==> config.mk <==
export PLATFORM = sky130hd
export DESIGN_NAME = base64_stream_decoder
export DESIGN_NICKNAME = d
export VERILOG_FILES = /design/src/design/b64d_pkg.sv /design/src/design/base64_stream_decoder.sv /design/src/design/b64d_front.sv /design/src/design/b64d_fifo.sv /design/src/design/b64d_back.sv
export SDC_FILE = /design/constraint.sdc
export NUM_CORES = 1
export LEC_CHECK = 0
export BUFFER_PORTS_ARGS = -buffer_cell sky130_fd_sc_hd__clkbuf_2
export CELL_PAD_IN_SITES_DETAIL_PLACEMENT = 1
export CELL_PAD_IN_SITES_GLOBAL_PLACEMENT = 2
export CORE_UTILIZATION = 38
export DETAILED_ROUTE_END_ITERATION = 8
export PLACE_DENSITY = 0.9
export SLEW_MARGIN = 20
export SYNTH_ARGS = -nofsm -noshare
export SYNTH_HDL_FRONTEND = slang
export SYNTH_SLANG_ARGS = --single-unit
==> constraint.sdc <==
create_clock -name clk -period 2.1 [get_ports clk]
set_input_delay 0.525 -clock clk [delete_from_list [all_inputs] [get_ports clk]]
set_output_delay 0.525 -clock clk [all_outputs]
set_load 0.01 [all_outputs]
==> src/design/b64d_pkg.sv <==
// Shared types, character codes and the alphabet lookup for the Base64 stream decoder.
`timescale 1ns / 1ps

package b64d_pkg;

    // Character codes that steer the quartet sequence
    localparam logic [7:0] CHR_CR  = 8'h0D;
    localparam logic [7:0] CHR_LF  = 8'h0A;
    localparam logic [7:0] CHR_PAD = 8'h3D;

    // Default depth of the queue between front and back
    localparam int FIFO_DEPTH_DEFAULT = 2;

    // Work handed from the front to the back
    typedef enum logic [1:0] {
        OP_HOLD  = 2'd0,  // first character: keep its sextet
        OP_BYTE1 = 2'd1,  // second character: first byte of the quartet
        OP_BYTE2 = 2'd2,  // third character: second byte
        OP_BYTE3 = 2'd3   // fourth character: third byte
    } op_code_t;

    typedef struct packed {
        op_code_t   op;
        logic [5:0] sextet;
    } op_t;

    // Status the front reports to the top level
    typedef struct packed {
        logic at_start;  // next character opens a quartet
    } front_stat_t;

    // Map one ASCII code to its 6-bit value; anything outside the alphabet gives 0
    function automatic logic [5:0] sextet_of(input logic [7:0] c);
        logic [5:0] s;
        s = 6'd0;
        if (c >= 8'h41 && c <= 8'h5A) begin
            s = 6'(c - 8'h41);
        end else if (c >= 8'h61 && c <= 8'h7A) begin
            s = 6'(c - 8'h61 + 8'd26);
        end else if (c >= 8'h30 && c <= 8'h39) begin
            s = 6'(c - 8'h30 + 8'd52);
        end else if (c == 8'h2B) begin
            s = 6'd62;
        end else if (c == 8'h2F) begin
            s = 6'd63;
        end
        return s;
    endfunction

endpackage

==> src/design/base64_stream_decoder.sv <==
// Top level of the Base64 stream decoder: front end, operation queue and back end.
//
//  Channel | Handshake            | Payload
//  --------+----------------------+------------------------
//  input   | in_valid / in_ready  | text_char, final_char
//  output  | out_valid / out_ready| out_byte
//
// One character is accepted every cycle while the operation queue has room.
// A byte reaches the output by way of the operation queue and the output register.
// The front end (quartet position) and the back end (held sextet, output
// register) are parted by a FIFO_DEPTH entry queue, so an output stall only
// stops input once that queue fills. Reset clears the quartet position, the
// queue, the held sextet and the output valid; nothing else needs clearing.
`timescale 1ns / 1ps

module base64_stream_decoder #(
    parameter int FIFO_DEPTH = b64d_pkg::FIFO_DEPTH_DEFAULT
) (
    input  logic       clk,
    input  logic       rst_n,
    input  logic       in_valid,
    output logic       in_ready,
    input  logic [7:0] text_char,
    input  logic       final_char,
    output logic       out_valid,
    input  logic       out_ready,
    output logic [7:0] out_byte
);
    import b64d_pkg::*;

    logic        accept;
    logic        fifo_push;
    op_t         fifo_push_op;
    logic        fifo_pop;
    op_t         fifo_head_op;
    logic        fifo_empty;
    logic        fifo_full;
    front_stat_t front_stat;

    assign in_ready = !fifo_full;
    assign accept   = in_valid && in_ready;

    b64d_front u_front (
        .clk        (clk),
        .rst_n      (rst_n),
        .accept     (accept),
        .text_char  (text_char),
        .final_char (final_char),
        .push       (fifo_push),
        .push_op    (fifo_push_op),
        .stat       (front_stat)
    );

    b64d_fifo #(
        .Depth (FIFO_DEPTH)
    ) u_fifo (
        .clk     (clk),
        .rst_n   (rst_n),
        .push    (fifo_push),
        .push_op (fifo_push_op),
        .pop     (fifo_pop),
        .head_op (fifo_head_op),
        .empty   (fifo_empty),
        .full    (fifo_full)
    );

    b64d_back u_back (
        .clk        (clk),
        .rst_n      (rst_n),
        .head_op    (fifo_head_op),
        .head_valid (!fifo_empty),
        .pop        (fifo_pop),
        .out_valid  (out_valid),
        .out_ready  (out_ready),
        .out_byte   (out_byte)
    );

    // The front never issues into a full queue
    a_no_overflow: assert property (@(posedge clk) disable iff (!rst_n)
        fifo_push |-> !fifo_full)
        else $error("operation pushed into full queue");

    // A last character returns the front to quartet start
    a_final_restart: assert property (@(posedge clk) disable iff (!rst_n)
        (accept && final_char) |=> front_stat.at_start)
        else $error("quartet position not cleared after last character");

    // A byte operation at the head leaves the queue whenever the output slot is free
    a_back_drains: assert property (@(posedge clk) disable iff (!rst_n)
        (!fifo_empty && (!out_valid || out_ready)) |-> fifo_pop)
        else $error("back end stalled with free output slot");

endmodule

==> src/design/b64d_front.sv <==
// Front end: accepts characters, tracks the quartet position and issues decode operations.
`timescale 1ns / 1ps

module b64d_front (
    input  logic                 clk,
    input  logic                 rst_n,
    input  logic                 accept,
    input  logic [7:0]           text_char,
    input  logic                 final_char,
    output logic                 push,
    output b64d_pkg::op_t        push_op,
    output b64d_pkg::front_stat_t stat
);
    import b64d_pkg::*;

    typedef enum logic [4:0] {
        ST_Q0   = 5'b00001,
        ST_Q1   = 5'b00010,
        ST_Q2   = 5'b00100,
        ST_Q3   = 5'b01000,
        ST_SKIP = 5'b10000
    } front_state_t;

    front_state_t state_reg;
    front_state_t state_next;
    logic         is_newline;
    logic         is_pad;

    assign is_newline = (text_char == CHR_CR) || (text_char == CHR_LF);
    assign is_pad     = (text_char == CHR_PAD);

    // Classify the character against the quartet position
    always_comb
    begin
        state_next     = state_reg;
        push           = 1'b0;
        push_op.op     = OP_HOLD;
        push_op.sextet = sextet_of(text_char);
        if (accept)
        begin
            unique case (state_reg)
                ST_Q0:
                begin
                    if (!is_newline)
                    begin
                        push       = 1'b1;
                        push_op.op = OP_HOLD;
                        state_next = ST_Q1;
                    end
                end
                ST_Q1:
                begin
                    push       = 1'b1;
                    push_op.op = OP_BYTE1;
                    state_next = ST_Q2;
                end
                ST_Q2:
                begin
                    if (is_pad)
                    begin
                        state_next = ST_SKIP;
                    end
                    else
                    begin
                        push       = 1'b1;
                        push_op.op = OP_BYTE2;
                        state_next = ST_Q3;
                    end
                end
                ST_Q3:
                begin
                    if (!is_pad)
                    begin
                        push       = 1'b1;
                        push_op.op = OP_BYTE3;
                    end
                    state_next = ST_Q0;
                end
                ST_SKIP:
                begin
                    state_next = ST_Q0;
                end
                default:
                begin
                    state_next = ST_Q0;
                end
            endcase
            // Drop back to quartet start after the last character
            if (final_char)
            begin
                state_next = ST_Q0;
            end
        end
    end

    // Advance the quartet position
    always_ff @(posedge clk or negedge rst_n)
    begin
        if (!rst_n)
        begin
            state_reg <= ST_Q0;
        end
        else
        begin
            state_reg <= state_next;
        end
    end

    assign stat.at_start = (state_reg == ST_Q0);

endmodule

==> src/design/b64d_fifo.sv <==
// Short queue of decode operations between the front and the back.
`timescale 1ns / 1ps

module b64d_fifo #(
    parameter int Depth = b64d_pkg::FIFO_DEPTH_DEFAULT
) (
    input  logic          clk,
    input  logic          rst_n,
    input  logic          push,
    input  b64d_pkg::op_t push_op,
    input  logic          pop,
    output b64d_pkg::op_t head_op,
    output logic          empty,
    output logic          full
);
    import b64d_pkg::*;

    localparam int PtrW = (Depth > 1) ? $clog2(Depth) : 1;
    localparam int CntW = $clog2(Depth + 1);
    localparam logic [PtrW-1:0] LastIdx = PtrW'(Depth - 1);

    op_t            mem_reg [Depth];
    logic [PtrW-1:0] wr_ptr_reg;
    logic [PtrW-1:0] rd_ptr_reg;
    logic [CntW-1:0] count_reg;
    logic [PtrW-1:0] wr_ptr_next;
    logic [PtrW-1:0] rd_ptr_next;
    logic [CntW-1:0] count_next;
    logic            do_push;
    logic            do_pop;

    assign empty   = (count_reg == '0);
    assign full    = (count_reg == CntW'(Depth));
    assign do_push = push && !full;
    assign do_pop  = pop && !empty;
    assign head_op = mem_reg[rd_ptr_reg];

    // Advance pointers and occupancy
    always_comb
    begin
        wr_ptr_next = wr_ptr_reg;
        rd_ptr_next = rd_ptr_reg;
        count_next  = count_reg;
        if (do_push)
        begin
            wr_ptr_next = (wr_ptr_reg == LastIdx) ? '0 : wr_ptr_reg + 1'b1;
        end
        if (do_pop)
        begin
            rd_ptr_next = (rd_ptr_reg == LastIdx) ? '0 : rd_ptr_reg + 1'b1;
        end
        if (do_push && !do_pop)
        begin
            count_next = count_reg + 1'b1;
        end
        else if (do_pop && !do_push)
        begin
            count_next = count_reg - 1'b1;
        end
    end

    always_ff @(posedge clk or negedge rst_n)
    begin
        if (!rst_n)
        begin
            wr_ptr_reg <= '0;
            rd_ptr_reg <= '0;
            count_reg  <= '0;
        end
        else
        begin
            wr_ptr_reg <= wr_ptr_next;
            rd_ptr_reg <= rd_ptr_next;
            count_reg  <= count_next;
        end
    end

    // Store the entry
    always_ff @(posedge clk)
    begin
        if (do_push)
        begin
            mem_reg[wr_ptr_reg] <= push_op;
        end
    end

endmodule

==> src/design/b64d_back.sv <==
// Back end: joins held and new sextets into bytes and holds the output register.
`timescale 1ns / 1ps

module b64d_back (
    input  logic          clk,
    input  logic          rst_n,
    input  b64d_pkg::op_t head_op,
    input  logic          head_valid,
    output logic          pop,
    output logic          out_valid,
    input  logic          out_ready,
    output logic [7:0]    out_byte
);
    import b64d_pkg::*;

    logic [5:0] prev_reg;
    logic [5:0] prev_next;
    logic [7:0] out_byte_reg;
    logic [7:0] out_byte_next;
    logic       out_valid_reg;
    logic       out_valid_next;
    logic       slot_free;
    logic       is_hold;

    assign slot_free = !out_valid_reg || out_ready;
    assign is_hold   = (head_op.op == OP_HOLD);
    assign pop       = head_valid && (is_hold || slot_free);

    // Build the byte for the operation at the head of the queue
    always_comb
    begin
        prev_next      = prev_reg;
        out_byte_next  = out_byte_reg;
        out_valid_next = out_valid_reg && !out_ready;
        if (pop)
        begin
            unique case (head_op.op)
                OP_HOLD:
                begin
                    prev_next = head_op.sextet;
                end
                OP_BYTE1:
                begin
                    out_byte_next  = {prev_reg, head_op.sextet[5:4]};
                    out_valid_next = 1'b1;
                    prev_next      = head_op.sextet;
                end
                OP_BYTE2:
                begin
                    out_byte_next  = {prev_reg[3:0], head_op.sextet[5:2]};
                    out_valid_next = 1'b1;
                    prev_next      = head_op.sextet;
                end
                OP_BYTE3:
                begin
                    out_byte_next  = {prev_reg[1:0], head_op.sextet};
                    out_valid_next = 1'b1;
                end
                default:
                begin
                    prev_next = prev_reg;
                end
            endcase
        end
    end

    always_ff @(posedge clk or negedge rst_n)
    begin
        if (!rst_n)
        begin
            prev_reg      <= '0;
            out_valid_reg <= 1'b0;
        end
        else
        begin
            prev_reg      <= prev_next;
            out_valid_reg <= out_valid_next;
        end
    end

    // Hold the byte until the transaction completes
    always_ff @(posedge clk)
    begin
        out_byte_reg <= out_byte_next;
    end

    assign out_valid = out_valid_reg;
    assign out_byte  = out_byte_reg;

endmodule

==> impl_metrics.json <==
{
  "status": "complete, no violations",
  "yosys.area_share.xor_xnor_pct": 3.90,
  "antenna_found_initial": 0,
  "synth_fa_ha_area_share_pct": 5.02,
  "synth_area_leaders": "edfxtp_1, dfrtp_1, nand2_1, ha_1, a21oi_1",
  "cts_buffers": 5,
  "clk_latency_ns": 0.29,
  "drt_iter0_markers": 31,
  "gr-total-overflow": 0,
  "p_per_area_mw_per_mm2": 1230,
  "place.gp.congestion": 0.831,
  "leakagePower_nw": 1.17,
  "rsz0062_at_grt": "yes",
  "initial_core_util_pct": 40.0,
  "final_layout_size_suffix_gt1_share_pct": 28.7,
  "instances_no_fill": 344,
  "setup_viol": 0,
  "largest_register_ffs": 16,
  "yosys.area_share.simple_pct": 16.0,
  "die_h_um": 78.8,
  "io_buffers": 22,
  "postCtsSetupRepairBufs": 0,
  "hp-class": "in2async",
  "vdd_drop_max_mv": 0.667,
  "dieArea_mm2": 0.00621,
  "min_period_over_period_pct": 95.6,
  "grt_pass1_vias": 1881,
  "startpoint_type": "input pin",
  "antenna_left": 0,
  "grtUsageTotal_pct": 18.0,
  "hold_viol": 0,
  "ios": 23,
  "ys_seq_area_share_pct": 50.0,
  "critical_path_class": "in2reg",
  "cts.path.max_buffers": 2,
  "coreArea_mm2": 0.00561,
  "synth_mux_area_share_pct": 6.97,
  "synth_top_area_share_pct": 32.1,
  "synth_compound_area_share_pct": 14.7,
  "layout_common_cells": "nand2_1, buf_4, edfxtp_1, clkbuf_2, a21oi_1",
  "route.detailed.drc": 0,
  "required_ns": 2.31,
  "synth_area_leader_cell": "edfxtp_1",
  "fin_worst_skew_ns": 0.00757,
  "drt_pass1_iterations": 4,
  "htreeDepth": 2,
  "avgRoutedWirePerCell_um": 14.5,
  "syn-mean-instance-area_um2": 10.2,
  "wl_mm": 5.01,
  "slew_headroom_pct": 68.3,
  "worst_pin_slew_ns": 0.476,
  "syn_inst": 219,
  "rrSetupSlack_ns": 0.15,
  "clkSinkCount": 40,
  "final.setup.worst_slack_ns": 0.0916,
  "die_w_um": 78.8,
  "grt_pass1_wl_mm": 8.60,
  "fmax_ghz": 0.498,
  "critical_path_peak_fanout": 3,
  "worst_hold_slack_ns": 0.173,
  "cts_tree": "yes",
  "netlist-cell-type-count": 43,
  "grt_max_degree": 18,
  "dp.cells": 336,
  "fin_util_pct": 49.3,
  "synth_top_family_by_area": "simple AND/OR/NAND/NOR gates",
  "vias": 1767,
  "setup-tns-final_ns": 0,
  "syn_nets": 241,
  "dpl.hpwl_mm": 3.83,
  "arrival_ns": 2.22,
  "rows": 27,
  "ys_seq_elements": 40,
  "ys_warn_count": 0,
  "layout_commonest_cell": "nand2_1",
  "n_antenna_cell": 0,
  "maxSlewViolCount": 0,
  "cp-end-kind": "flop",
  "post-place-ws_ns": -0.281,
  "final_nets": 293,
  "viasPerCell": 5.14,
  "area_delta_synth_final_pct": 23.2,
  "syn_area_mm2": 0.00224,
  "cap_violations": 0,
  "fin_crit_ns": 2.01,
  "path_clk_slew_ns": 0.08,
  "cts-root-buf": "clkbuf_8"
}
kinds of logic (layout without fill, tap and decap cells):
kind of cell,Yosys count,count (layout)
muxes,13,13
adders and majority gates,9,9
xor gates and xnor gates,10,10
and+or+nand+nor,77,77
buffers and inverters,15,68
DFF,40,40
AOI/OAI and AO/OA,55,55
area by class of cell:
class | instances | area (um^2)
Fill cell | 668 | 2840
Sequential cell | 40 | 1120
Multi-Input combinational cell | 164 | 1100
Timing Repair Buffer | 53 | 347
Tap cell | 72 | 90.1
Clock buffer | 5 | 68.8
Inverter | 7 | 26.3
Clock inverter | 3 | 13.8
stage by stage:
stage               power, W  area (um^2)
floorplan            0.00241         2250
global placement     0.00282         2630
detailed placement   0.00291         2630
CTS                  0.00341         2710
global route         0.00365         2760
finish               0.00339         2760
synthesized netlist by cell type, drive strengths merged:
cell type,n
a21o,1
or4b,1
dfstp,1
a211oi,1
edfxtp,24
o21a,1
o22ai,4
inv,7
ha,9
a311o,1
nor3,4
a221o,1
nor4bb,1
nor4,3
xor2,4
nand3,4
clkbuf,3
o21ai,18
and4,1
and3,2
dfrtp,15
nor3b,1
nand2b,3
a311oi,1
mux2i,12
nor2b,4
mux2,1
a32o,1
and2,2
buf,5
a21oi,22
nor2,18
nand2,32
a22o,1
xnor2,6
o31ai,3
nand4,1
metal layers:
metal,global-route usage [%],vias up,share of wire (%)
li1,-,889,-
met4,7.45,0,1.7
met1,20.4,846,44
met5,0,-,0
met2,32.6,27,51
met3,3.79,5,2.9
worst max-delay path, stage by stage:
cell,delay [ns]
buf_2,0.13
inv_2,0.10
ha_4,0.15
a22o_1,0.16
nand2_2,0.08
a21o_1,0.21
a21oi_2,0.16
inv_1,0.06
ha_1,0.18
xor2_1,0.15
nor2_2,0.14
xor2_1,0.17
power breakdown:
group | internal (W) | switching [W] | total (W) | leakage [nW]
Combinational | 0.000657 | 0.000818 | 0.00147 | 0.705
Sequential | 0.00122 | 0.000209 | 0.00143 | 0.415
Clock | 0.000226 | 0.000263 | 0.000489 | 0.0453
timing repair:
item,CTS,global route
hold endpoints to repair,0,0
resized for setup,0,14
hold buffers,0,0
endpoints found under the setup margin,0,12
worst paths after layout:
| path | from | to | depth (start not counted) |
|---|---|---|---|
| setup reg to reg | u_fifo.count_reg[0] | u_fifo.count_reg[1] | 9 |
| min in group clk | u_fifo.wr_ptr_reg | u_fifo.wr_ptr_reg | 1 |
| hold / removal | rst_n | u_back.out_valid | 1 |
| hold reg to reg | u_fifo.wr_ptr_reg | u_fifo.wr_ptr_reg | 1 |
| setup / recovery | text_char[2] | u_fifo.count_reg[1] | 12 |
| max in group asynchronous | rst_n | u_front.state_reg[0] | 1 |
Power figures use the tool's default switching activity.
